**config.mk**
```make
export PLATFORM = sky130hd
export DESIGN_NAME = dns_answer_address_extractor
export DESIGN_NICKNAME = d
export VERILOG_FILES = /design/src/rtl/dae_pkg.sv /design/src/rtl/dae_parser.sv /design/src/rtl/dae_out_queue.sv /design/src/rtl/dns_answer_address_extractor.sv
export SDC_FILE = /design/constraint.sdc
export NUM_CORES = 1
export LEC_CHECK = 0
export ABC_AREA = 1
export BUFFER_PORTS_ARGS = -buffer_cell sky130_fd_sc_hd__buf_2
export CORE_MARGIN = 2
export CORE_UTILIZATION = 62
export DETAILED_ROUTE_END_ITERATION = 6
export MAX_ROUTING_LAYER = met4
export PLACE_DENSITY = 0.81
export SLEW_MARGIN = 10
export SYNTH_ARGS = -nofsm -noshare
export SYNTH_HDL_FRONTEND = slang
export SYNTH_SLANG_ARGS = --single-unit
```
**constraint.sdc**
```tcl
create_clock -name i_clk -period 2.9 [get_ports i_clk]
set_input_delay 0.145 -clock i_clk [delete_from_list [all_inputs] [get_ports i_clk]]
set_output_delay 0.145 -clock i_clk [all_outputs]
set_load 0.01 [all_outputs]
```
**src/rtl/dae_pkg.sv**
```systemverilog
package dae_pkg;

    // result status codes
    localparam logic [1:0] ST_FOUND    = 2'd0;
    localparam logic [1:0] ST_MISMATCH = 2'd1;
    localparam logic [1:0] ST_BADCLASS = 2'd2;
    localparam logic [1:0] ST_NOTFOUND = 2'd3;

    // header check and record constants
    localparam logic [15:0] QUERY_ID_RESET = 16'hDEAD;
    localparam logic [15:0] HDR_FLAG_MASK  = 16'h800F;
    localparam logic [15:0] HDR_FLAG_VALUE = 16'h8000;
    localparam logic [15:0] CLASS_IN       = 16'd1;
    localparam logic [15:0] TYPE_A         = 16'd1;

    // output beat width: status plus address, padded to whole bytes
    localparam int unsigned RES_BITS  = 34;
    localparam int unsigned TDATA_OUT = 40;

    // parse phases
    typedef enum logic [5:0] {
        PH_HEADER = 6'b000001,
        PH_QNAME  = 6'b000010,
        PH_QTAIL  = 6'b000100,
        PH_ANSHDR = 6'b001000,
        PH_ADDR   = 6'b010000,
        PH_SKIP   = 6'b100000
    } t_phase;

    // one result item
    typedef struct packed {
        logic [31:0] address;
        logic [1:0]  status;
    } t_result;

    // output queue status toward the top level
    typedef struct packed {
        logic       valid;
        logic [1:0] count;
    } t_queue_status;

endpackage

```
**src/rtl/dae_parser.sv**
```systemverilog
module dae_parser
    import dae_pkg::*;
#(
    parameter int unsigned MAX_MESSAGE_BYTES = 512
) (
    input  logic        i_clk,
    input  logic        i_rst_n,
    input  logic        i_valid,
    input  logic [7:0]  i_data,
    input  logic        i_last,
    input  logic [15:0] i_query_id,
    output logic        o_res_valid,
    output t_result     o_res
);

    localparam int unsigned POS_W = $clog2(MAX_MESSAGE_BYTES + 1);

    // input register
    logic        r_in_valid;
    logic [7:0]  r_in_data;
    logic        r_in_last;

    // parse state
    logic [POS_W-1:0] r_pos,     n_pos;
    t_phase           r_phase,   n_phase;
    logic [15:0]      r_hdr,     n_hdr;
    logic [3:0]       r_fc,      n_fc;
    logic [15:0]      r_type,    n_type;
    logic [15:0]      r_class,   n_class;
    logic [15:0]      r_skip,    n_skip;
    logic [31:0]      r_addr,    n_addr;
    logic             r_decided, n_decided;
    logic [1:0]       r_status,  n_status;

    // capture every accepted beat
    always_ff @(posedge i_clk) begin
        if (!i_rst_n) begin
            r_in_valid <= 1'b0;
        end else begin
            r_in_valid <= i_valid;
        end
        if (i_valid) begin
            r_in_data <= i_data;
            r_in_last <= i_last;
        end
    end

    // per-byte parse step and end-of-message result
    always_comb begin
        n_pos       = r_pos;
        n_phase     = r_phase;
        n_hdr       = r_hdr;
        n_fc        = r_fc;
        n_type      = r_type;
        n_class     = r_class;
        n_skip      = r_skip;
        n_addr      = r_addr;
        n_decided   = r_decided;
        n_status    = r_status;
        o_res_valid = 1'b0;
        o_res       = '0;

        if (r_in_valid) begin
            if (!r_decided) begin
                if (r_pos >= POS_W'(MAX_MESSAGE_BYTES)) begin
                    // overlong message
                    n_decided = 1'b1;
                    n_status  = ST_NOTFOUND;
                end else begin
                    n_pos = r_pos + POS_W'(1);
                    case (r_phase)
                        PH_HEADER: begin
                            n_hdr = {r_hdr[7:0], r_in_data};
                            if (r_pos == POS_W'(1)) begin
                                n_type = n_hdr;
                            end else if (r_pos == POS_W'(3)) begin
                                if (r_type != i_query_id ||
                                    (n_hdr & HDR_FLAG_MASK) != HDR_FLAG_VALUE) begin
                                    n_decided = 1'b1;
                                    n_status  = ST_MISMATCH;
                                end
                            end else if (r_pos == POS_W'(11)) begin
                                n_phase = PH_QNAME;
                                n_type  = '0;
                            end
                        end
                        PH_QNAME: begin
                            if (r_in_data == 8'd0) begin
                                n_phase = PH_QTAIL;
                                n_fc    = '0;
                            end
                        end
                        PH_QTAIL: begin
                            n_fc = r_fc + 4'd1;
                            if (n_fc >= 4'd4) begin
                                n_phase = PH_ANSHDR;
                                n_fc    = '0;
                            end
                        end
                        PH_ANSHDR: begin
                            if (r_fc inside {4'd2, 4'd3}) begin
                                n_type = {r_type[7:0], r_in_data};
                            end else if (r_fc inside {4'd4, 4'd5}) begin
                                n_class = {r_class[7:0], r_in_data};
                            end else if (r_fc inside {4'd10, 4'd11}) begin
                                n_skip = {r_skip[7:0], r_in_data};
                            end
                            if (r_fc == 4'd5 && n_class != CLASS_IN) begin
                                n_decided = 1'b1;
                                n_status  = ST_BADCLASS;
                            end else begin
                                n_fc = r_fc + 4'd1;
                                if (n_fc >= 4'd12) begin
                                    n_fc = '0;
                                    if (n_type == TYPE_A) begin
                                        n_phase = PH_ADDR;
                                        n_addr  = '0;
                                    end else if (n_skip != 16'd0) begin
                                        n_phase = PH_SKIP;
                                    end
                                    n_type  = '0;
                                    n_class = '0;
                                end
                            end
                        end
                        PH_ADDR: begin
                            n_addr = {r_addr[23:0], r_in_data};
                            n_fc   = r_fc + 4'd1;
                            if (n_fc >= 4'd4) begin
                                n_decided = 1'b1;
                                n_status  = ST_FOUND;
                            end
                        end
                        PH_SKIP: begin
                            n_skip = r_skip - 16'd1;
                            if (n_skip == 16'd0) begin
                                n_phase = PH_ANSHDR;
                                n_fc    = '0;
                            end
                        end
                        default: begin
                            n_decided = 1'b1;
                            n_status  = ST_NOTFOUND;
                        end
                    endcase
                end
            end

            // last beat: emit result and re-arm
            if (r_in_last) begin
                o_res_valid    = 1'b1;
                o_res.status   = n_decided ? n_status : ST_NOTFOUND;
                o_res.address  = (n_decided && n_status == ST_FOUND) ? n_addr : 32'd0;
                n_pos     = '0;
                n_phase   = PH_HEADER;
                n_hdr     = '0;
                n_fc      = '0;
                n_type    = '0;
                n_class   = '0;
                n_skip    = '0;
                n_addr    = '0;
                n_decided = 1'b0;
                n_status  = ST_NOTFOUND;
            end
        end
    end

    // state registers
    always_ff @(posedge i_clk) begin
        if (!i_rst_n) begin
            r_pos     <= '0;
            r_phase   <= PH_HEADER;
            r_hdr     <= '0;
            r_fc      <= '0;
            r_type    <= '0;
            r_class   <= '0;
            r_skip    <= '0;
            r_addr    <= '0;
            r_decided <= 1'b0;
            r_status  <= ST_NOTFOUND;
        end else begin
            r_pos     <= n_pos;
            r_phase   <= n_phase;
            r_hdr     <= n_hdr;
            r_fc      <= n_fc;
            r_type    <= n_type;
            r_class   <= n_class;
            r_skip    <= n_skip;
            r_addr    <= n_addr;
            r_decided <= n_decided;
            r_status  <= n_status;
        end
    end

endmodule

```
**src/rtl/dae_out_queue.sv**
```systemverilog
module dae_out_queue
    import dae_pkg::*;
(
    input  logic          i_clk,
    input  logic          i_rst_n,
    input  logic          i_push,
    input  t_result       i_push_data,
    input  logic          i_ready,
    output t_queue_status o_status,
    output t_result       o_data
);

    // two-entry result buffer
    t_result    r_mem [2];
    logic       r_wr_ptr;
    logic       r_rd_ptr;
    logic [1:0] r_count;
    logic       w_pop;
    logic       w_push;

    assign w_pop  = (r_count != 2'd0) && i_ready;
    assign w_push = i_push && (r_count != 2'd2);

    // entry storage
    always_ff @(posedge i_clk) begin
        if (w_push) begin
            r_mem[r_wr_ptr] <= i_push_data;
        end
    end

    // pointers and fill level
    always_ff @(posedge i_clk) begin
        if (!i_rst_n) begin
            r_wr_ptr <= 1'b0;
            r_rd_ptr <= 1'b0;
            r_count  <= 2'd0;
        end else begin
            if (w_push) begin
                r_wr_ptr <= ~r_wr_ptr;
            end
            if (w_pop) begin
                r_rd_ptr <= ~r_rd_ptr;
            end
            r_count <= r_count + {1'b0, w_push} - {1'b0, w_pop};
        end
    end

    assign o_data         = r_mem[r_rd_ptr];
    assign o_status.valid = (r_count != 2'd0);
    assign o_status.count = r_count;

endmodule

```
**src/rtl/dns_answer_address_extractor.sv**
```systemverilog
// DNS response address extractor
//
// Slave stream: one message byte per beat, i_s_tlast on the final byte.
// Master stream: one result beat per message, status and IPv4 address.
// Config: i_cfg_we writes i_cfg_wdata into the expected transaction ID;
// write only while no message is in progress.
//
// Throughput is one byte per cycle while o_s_tready is high. The byte path is
// an input register, combinational header/question/answer parse logic, and a
// two-entry result queue. o_m_tvalid rises once the last byte of a message has
// passed the input register and its result has been written into the queue.
//
// Reset clears the parser, the result queue and sets the ID to 0xdead.
// When the receiver stalls, o_s_tready drops once the queue plus the result
// still in the parse stage hold two entries and no result beat leaves at
// that edge; it stays low until a result beat is taken.
module dns_answer_address_extractor
    import dae_pkg::*;
#(
    parameter int unsigned MAX_MESSAGE_BYTES = 512
) (
    input  logic        i_clk,
    input  logic        i_rst_n,
    input  logic        i_s_tvalid,
    output logic        o_s_tready,
    input  logic [7:0]  i_s_tdata,   // [7:0] data_byte
    input  logic        i_s_tlast,   // last_byte
    output logic        o_m_tvalid,
    input  logic        i_m_tready,
    output logic [39:0] o_m_tdata,   // [1:0] status, [33:2] address, [39:34] zero
    input  logic        i_cfg_we,
    input  logic [15:0] i_cfg_wdata
);

    logic [15:0]   r_qid;
    logic          w_accept;
    logic          w_res_valid;
    t_result       w_res;
    t_result       w_out;
    t_queue_status w_qstat;

    // expected transaction ID
    always_ff @(posedge i_clk) begin
        if (!i_rst_n) begin
            r_qid <= QUERY_ID_RESET;
        end else if (i_cfg_we) begin
            r_qid <= i_cfg_wdata;
        end
    end

    // room for queued results plus one in the parse stage, or a beat leaving
    assign o_s_tready = i_m_tready ||
                        (({1'b0, w_qstat.count} + {2'b00, w_res_valid}) < 3'd2);
    assign w_accept   = i_s_tvalid && o_s_tready;

    dae_parser #(
        .MAX_MESSAGE_BYTES (MAX_MESSAGE_BYTES)
    ) u_parser (
        .i_clk       (i_clk),
        .i_rst_n     (i_rst_n),
        .i_valid     (w_accept),
        .i_data      (i_s_tdata),
        .i_last      (i_s_tlast),
        .i_query_id  (r_qid),
        .o_res_valid (w_res_valid),
        .o_res       (w_res)
    );

    dae_out_queue u_queue (
        .i_clk       (i_clk),
        .i_rst_n     (i_rst_n),
        .i_push      (w_res_valid),
        .i_push_data (w_res),
        .i_ready     (i_m_tready),
        .o_status    (w_qstat),
        .o_data      (w_out)
    );

    // result beat packing
    assign o_m_tvalid = w_qstat.valid;
    assign o_m_tdata  = {{(TDATA_OUT - RES_BITS){1'b0}}, w_out.address, w_out.status};

endmodule

```
* After elaboration in Yosys (flattened, before gate mapping)
Memory sizes are Yosys's and may differ from the RTL's. A register that Yosys moved wholly into a read port is not among the register bits.
Cells that the tools add are included.
** Storage, ports and cells
- Bits in registers :: 141
- Output and inout port bits :: 42
- Latch bits :: 0
- Bits in writable memories :: 68
- Bits in read-only memories :: 0
- Bits of input ports :: 30
- Memories :: 1
** Memories
- u_queue.r_mem :: words 2, width 34, rd ports 1, clocked after memory_dff 1, wr ports 1, line dae_out_queue.sv:14 : t_result r_mem [2];
** Cells by class
- Bitwise logic cells :: 2
- Add/sub/neg operators :: 6
- Mux-type cells :: 104
- Multipliers :: 0
- Shifts and indexed selects :: 0
- Eq/ne operators :: 33
- Order comparisons :: 4
- Divide/modulo/power cells :: 0
- Reduce and logical (&&, ||, !) cells :: 29
** Operators by type and width (number)
- $mux 16 :: 35
- $mux 32 :: 7
- $mux 6 :: 13
- $mux 34 :: 2
- $pmux 16 s2 :: 2
- $pmux 32 s2 :: 1
- $mux 4 :: 8
- $mux 8 :: 4
- $mux 10 :: 3
- $pmux 6 s5 :: 1
- $mux 2 :: 10
- $pmux 4 s5 :: 1
- $eq 16x1->1 const B :: 1
- $logic_not 16->1 :: 1
- $ne 16x1->1 const B :: 1
- $ne 16x16->1 :: 1
- $reduce_bool 16->1 :: 1
- $sub 16x1->16 const B :: 1
- $mux 1 :: 15
- $ne 3x1->1 const B :: 5
- $reduce_and 13->1 :: 1
- $reduce_and 4->1 :: 3
- $reduce_bool 2->1 :: 6
- $reduce_bool 6->1 :: 2
- 39 further kinds :: 53

* Longest topological paths before layout
Gate-level depths: netlist of run 1.
- Word-level depth :: 20
- Depth in mapped cells :: 19

* Cells and area by module
From an unflattened synthesis of run 1, not the netlist that was laid out.
** Second synthesis, totals
- Cells, all modules :: 1596
- Area total of the unflattened synthesis :: 11572.3 µm²
** By module, submodules not included
- dae_parser :: instances 1, cells each 1372, area each 8099.0 µm²
- dae_out_queue :: instances 1, cells each 142, area each 2849.0 µm²
- dns_answer_address_extractor :: instances 1, cells each 82, area each 624.3 µm²

* Worst setup path before layout of run 1
OpenSTA, ideal clock, no wires.
- Path type :: reg2reg
- From :: register u_parser.r_in_valid
- To :: memory u_queue.r_mem[1][0] (netlist bit) (enable)
- Stages on the path, launching flop included :: 5
- Arrival :: 2.185 ns
- Slack :: 0.289 ns
- Path through :: dfxtp_1 > nand2_1 > a21oi_1 > inv_1 > nor2_1
** On the way
- Word-level cells in the longest chain between the ends :: 4
** RTL lines
- start, declared :: line dae_parser.sv:19 : logic r_in_valid;
- start signal, assigned :: line dae_parser.sv:40 : r_in_valid <= i_valid;
- $mux 1 :: line dae_parser.sv:63 : if (r_in_valid) begin
- $logic_and 1x1->1 :: line dae_out_queue.sv:22 : assign w_push = i_push && (r_count != 2'd2);
- named net u_queue.w_push :: line dae_out_queue.sv:19 : logic w_push;
- $mux 1 :: line dae_out_queue.sv:26 : if (w_push) begin
- $mux 1 (not written as such) :: line dae_out_queue.sv:27 : r_mem[r_wr_ptr] <= i_push_data;
- end, declared :: line dae_out_queue.sv:14
The timed path passes the listed nets, and every way through them passes these cells.

==> results of run 1 <==
-- registers in the layout, indices dropped and copies added, names as in the netlist, 2 cells and up, named ones only --
name,flops
u_queue.r_mem,68
u_parser.r_addr,32
r_qid,16
u_parser.r_class,16
u_parser.r_skip,16
u_parser.r_type,16
u_parser.r_pos,10
u_parser.r_hdr,8
u_parser.r_in_data,8
u_parser.r_phase,6
u_parser.r_fc,4
u_parser.r_status,2
u_queue.r_count,2
-- stage by stage --
stage / setup TNS, ps / utilization [%] / worst slack, ps
after floorplan: 0 / - / 289
after global placement: 0 / 66.1 / 196
after detailed placement: 0 / 66.1 / 103
after CTS: 0 / 71.6 / 39.4
after global routing: -19.8 / 71.9 / -8.70
final: 0 / 71.9 / 174
-- per-layer routing --
metal | up-vias | track usage [%]
met5 | - | -
met2 | 437 | 53.0
met4 | 0 | 8.26
met3 | 59 | 3.07
li1 | 5512 | -
met1 | 5149 | 39.1
-- worst min-delay path by stage --
stage / from / to / cells past startpoint
5_1_grt: i_rst_n / u_parser.r_phase[0] / 4
4_1_cts: i_m_tready / flop / 4
2_1_floorplan: i_s_tdata[0] / u_parser.r_in_data[0] / 0
6_report: i_rst_n / u_parser.r_phase[0] / 4
3_5_place_dp: i_s_tdata[1] / u_parser.r_in_data[1] / 1
3_3_place_gp: i_s_tdata[2] / u_parser.r_in_data[2] / 1
-- Yosys cell counts, types with 2 or more instances --
master	count
xor2_1	9
ha_1	11
nand3_1	115
buf_6	4
edfxtp_1	77
inv_1	153
a211oi_1	3
clkbuf_4	3
xnor2_1	4
nor3_1	25
a32oi_1	2
inv_2	2
nand3b_1	2
nor4_1	3
o21ai_0	94
nor2_1	167
nand2_1	479
o211ai_1	4
dfxtp_1	133
nand4_1	13
clkinv_1	4
nor3_2	31
buf_2	5
clkbuf_1	54
nand3_2	3
buf_1	4
a21oi_1	156
buf_4	11
nand2_2	4
mux2_2	34
o21ai_1	7
nand2_4	2
nor2_2	6
o2bb2ai_1	3
-- tightest hold or removal path, cell delays in order --
cell and delay (ps):
buf_2 110, inv_2 60, nor2_1 110, o21ai_0 90
-- power groups by stage --
stage	sequential (uW)	combinational (uW)	clock [uW]
2_1_floorplan	3430	1730	0
3_3_place_gp	3480	2250	0
3_5_place_dp	3490	2300	0
4_1_cts	3430	2350	2950
5_1_grt	3460	2710	3070
6_report	3440	2420	2930
-- area by class of cell --
cell class                 count  area (um^2)  area share, %
clock buffer                  26          607           4.53
clock inverter                15          146           1.09
inverter                     159          597           4.45
multi-input combinational   1194         5840           43.6
sequential                   210         4980           37.1
tap                          234          293           2.18
timing repair buffer         129          946           7.05
-- logic make-up after synthesis --
kind of cell | after synthesis | share of synthesized area [%]
buf+inv | 240 | 8.44
flops | 210 | 42.4
compound gates | 276 | 12.3
other cells | 1 | 0.0320
simple gates | 853 | 31.4
mux | 34 | 3.26
xor+xnor | 13 | 0.970
fa+ha+maj | 11 | 1.17
-- repair_timing --
action / in CTS / in global routing
cloned: 1 / 1
pin swaps: 1 / 0
hold buffers: 26 / 0
setup endpoints to repair: 2 / 129
endpoints found under the hold margin: 26 / 0
resized for setup: 1 / 9
==> out/metrics.yaml, run 1 <==
sequentialPowerShare_pct: 39.1
p_int_uw: 5850
drive_gt1_share_pct: 13.5
grt_pass1_vias: 10387
min_period_ps: 2730
synth_area_um2: 11700
p_total_uw: 8780
worstPathArrival_ps: 3030
crit_buf_inv: 4
synth_cell_type_count: 45
period_share_pct: 94.0
post-cts-setup-buffers: 0
io_pins: 72
area_delta_synth_final_pct: 14.3
layout.nets: 1758
maxCapViolCount: 0
wl_met1_um: 12800
crit_path_max_incr_delay_ps: 400
htreeDepth: 1
synth_edf_count: 77
synth_cells: 1638
grt_pass1_wl_um: 49800
cp_slowest_cell: "dfxtp_1"
clock_latency_ps: 510
synth_warnings: 0
reg2reg_to: "u_queue.r_mem[0][33]"
startpoint_type: "flop"
dr.first_iter.drc_count: 1184
cts.sinks: 210
ys_seq_area_share_pct: 42.4
finalSetupViolCount: 0
diodes: 0
grt-ovfl-total: 0
gp_congestion: 0.943
stdcell_area_um2: 13400
violations: "DRC"
die-width_um: 142
wl_per_cell_um: 15.5
p_leak_uw: 0.00572
r2r_start: "u_parser.r_fc[1]"
final_common_cell: "nand2_1"
ys_async_sr_fraction_pct: 0
status: "finished, violations left"
track_usage_pct: 30.8
power_frac_comb_pct: 27.5
finalHoldViolations: 0
synth.area.top_cells: "dfxtp_1, edfxtp_1, nand2_1"
viasPerCell: 5.67
worstMarginPinSlew_ps: 878
port_buffers: 65
cts_tree: "yes"
synth_top_flop_cell: "dfxtp_1"
power_density_nw_per_um2: 655
cp_max_fo: 35
path_delay_family: "simple AND/OR/NAND/NOR gates"
drt_first_pass_iters: 7
antenna_left: 0
die_area_um2: 20000
layout_common_cells: "nand2_1, nor2_1, a21oi_1"
dp.cells: 1898
antenna_found_initial: 0
hp-class: "input pin to flop"
timing.fmax_ghz: 0.367
reg2reg_slack_ps: 170
avgSynthCellArea_um2: 7.16
dr_wl_met2_um: 15000
worst_path_most_repeated_cell: "nand2_1"
initial_core_util_pct: 62.9
cts_inserted_buffers: 23
crit_path_start: "u_parser.r_fc[1]"
core_area_um2: 18600
num_rows: 50
path_depth: 17
clk_pin_slew_worst_paths_ps: 60
synth_top_area_cell: "dfxtp_1"
synth-seq-cells: 210
met3_length_um: 2030
top_layer: "met4"
sw_frac_of_total_pct: 33.4
switchingPower_uw: 2930
hpwl_um: 19600
power.clock.fraction_pct: 33.3
crit_path_cell_trace: "ha_1 -> inv_1 -> nand2_1 -> nand2_2 -> buf_12 -> o21ai_0 -> nor2_1 -> nand2_1 -> inv_1 -> nand2_1 -> nor2_1 -> nand3_2 -> buf_4 -> nand2_1 -> nand2_1 -> nand2_1 -> nor3_2"
clk_path_buf_depth: 3
crit_path_end_kind: "flop"
final-max-slew-violation-count: 0
drc: 1
required_ps: 3200
slew-limit-headroom_pct: 41.4
timing.hold.ws_ps: 54.6
skew_ps: 14.9
ir_drop_uv: 517
fin_cells: 1967
wirelength_um: 30400
reg2reg_depth: 17
cts-root-buf: "clkbuf_16"
fillers: 1516
endpoint: "u_queue.r_mem[0][33]"
placed_cell_area_um2: 12300
grt_max_degree: 79
synth_top_area_share_pct: 22.7
die_h_um: 142
via_count: 11157
crit_type: "flop to flop"
Power figures use the tool's default switching activity.
==> run 2, diff against run 1 <==
- ABC_AREA: 1 -> unset
- CORE_UTILIZATION: 62 -> 60
- PLACE_DENSITY: 0.81 -> 0.79
==> out/metrics.yaml, run 2 <==
worstPathArrival_ps: 3050
synth_top_area_cell: "dfxtp_1"
power.clock.fraction_pct: 38.3
cts.sinks: 210
synth.area.top_cells: "dfxtp_1, edfxtp_1, nor2_1"
port_buffers: 65
core_area_um2: 16500
required_ps: 3150
synth_cell_type_count: 81
layout_common_cells: "nor2_1, dfxtp_1, edfxtp_1"
synth_top_flop_cell: "dfxtp_1"
die_h_um: 133
wirelength_um: 26200
skew_ps: 17.4
die_area_um2: 17700
clk_pin_slew_worst_paths_ps: 60
p_int_uw: 5220
die-width_um: 133
slew-limit-headroom_pct: 51.3
viasPerCell: 6.20
grt_pass1_vias: 7745
antenna_left: 0
rsz0062_at_grt: "false"
worstMarginPinSlew_ps: 726
placed_cell_area_um2: 10800
io_pins: 72
largest_register: "u_queue.r_mem"
gp_congestion: 0.949
via_count: 8463
status: "completed"
crit_path_start: "u_parser.r_fc[0]"
dp.cells: 1286
synth_warnings: 0
diodes: 0
p_leak_uw: 0.00435
synth_cells: 1006
crit_type: "flop to flop"
sw_frac_of_total_pct: 26.5
period_share_pct: 96.7
num_rows: 47
clock_latency_ps: 510
crit_path_end_kind: "flop"
wl_per_cell_um: 19.2
layout.nets: 1169
drive_gt1_share_pct: 20.1
synth-seq-cells: 210
finalHoldViolations: 0
ir_drop_uv: 683
ys_seq_area_share_pct: 49.7
largest_reg_flops: 68
timing.hold.ws_ps: 46.0
dr.first_iter.drc_count: 800
r2r_start: "u_parser.r_fc[0]"
cts_tree: "yes"
track_usage_pct: 29.8
timing.fmax_ghz: 0.357
hold_start: "i_m_tready"
final-max-slew-violation-count: 0
synth_top_area_share_pct: 26.6
htreeDepth: 1
sequentialPowerShare_pct: 45.8
min_period_ps: 2800
ys_async_sr_fraction_pct: 0
initial_core_util_pct: 60.8
power_density_nw_per_um2: 595
stdcell_area_um2: 11900
finalSetupViolCount: 0
maxCapViolCount: 0
grt-ovfl-total: 0
synth_area_um2: 10000
synth_edf_count: 77
startpoint_type: "flop"
hp-class: "input pin to flop"
avgSynthCellArea_um2: 9.96
grt_pass1_wl_um: 41200
cts_inserted_buffers: 22
area_delta_synth_final_pct: 19.0
reg.largest.list: "u_queue.r_mem x68, u_parser.r_addr x32"
tns_ps: 0
synthTopCellsByCount: "nor2_1, dfxtp_1, edfxtp_1, nand2_1, a22oi_1"
antenna_found_initial: 0
fin_cells: 1364
power_frac_comb_pct: 16.0
cp_max_fo: 32
switchingPower_uw: 1880
synth_most_common_cell: "nor2_1"
cts-root-buf: "clkbuf_16"
clk_path_buf_depth: 3
hpwl_um: 16800
grt_max_degree: 46
drt_first_pass_iters: 5
drc: 0
-- run 2: through the flow --
| stage | total power (uW) | utilization (%) | setup slack, ps |
|---|---|---|---|
| floorplan | 3990 | - | 356 |
| global placement | 4360 | 65.7 | 157 |
| detailed placement | 4370 | 65.7 | 88.7 |
| CTS | 7100 | 72.1 | 62.0 |
| global route | 7310 | 72.4 | 2.69 |
| finish | 7100 | 72.4 | 95.0 |
-- run 2: power by group through the flow --
stage	Combinational, uW	Clock (uW)	Sequential, uW
2_1_floorplan	707	0	3280
3_3_place_gp	1050	0	3300
3_5_place_dp	1060	0	3310
4_1_cts	1110	2740	3250
5_1_grt	1210	2840	3260
6_report	1130	2720	3250
-- run 2: cells by family (layout without fill, tap and decap cells) --
kind of cell / after synthesis / after routing / share of synthesized area (%)
AND/OR/NAND/NOR: 346 / 346 / 17.3
AO/OA/AOI/OAI: 257 / 257 / 18.3
flip-flops: 210 / 210 / 49.7
buffers and inverters: 90 / 223 / 4.11
multiplexers: 62 / 62 / 6.62
XOR/XNOR: 29 / 29 / 2.54
adder cells (fa/ha/maj): 11 / 11 / 1.37
other: 1 / 6 / 0.0374
-- run 2: area by class of cell --
cell class	instances	area [um^2]
clock inverter	12	103
timing repair buffer	164	1210
inverter	19	71.3
fill	1201	4540
multi-input combinational	711	4690
sequential	210	4970
clock buffer	28	593
tap	220	275
-- run 2: path summary, 6_finish.rpt --
check | cells past startpoint | slack (ps) | end
setup / recovery | 11 | 100 | u_queue.r_mem[1][7]
hold / removal | 3 | 50 | u_parser.r_in_valid
setup reg to reg | 11 | 100 | u_queue.r_mem[1][7]
hold reg to reg | 1 | 480 | u_parser.r_addr[30]
-- run 2: metal layers --
layer	global-route usage (%)	up-vias	part of all wire (%)
met5	-	-	0
met4	7.15	0	1.8
met2	48.5	391	48
met1	39.9	4075	43
met3	4.07	41	6.8
li1	-	3956	-
-- run 2: critical path: stages (launching register included) --
cell and delay [ps]:
dfxtp_1 470, inv_1 120, ha_1 230, o21ai_2 160, mux2i_1 230, a31oi_2 170, buf_4 180, nor4_1 310
o21ai_2 130, buf_12 180, a22oi_1 240, nor2_1 110
-- run 2: what timing repair did --
item	4_1_cts	5_1_grt
hold buffers	37	0
resized for setup	0	7
setup endpoints to repair	0	90
buffers inserted	0	1
endpoints found under the hold margin	26	0
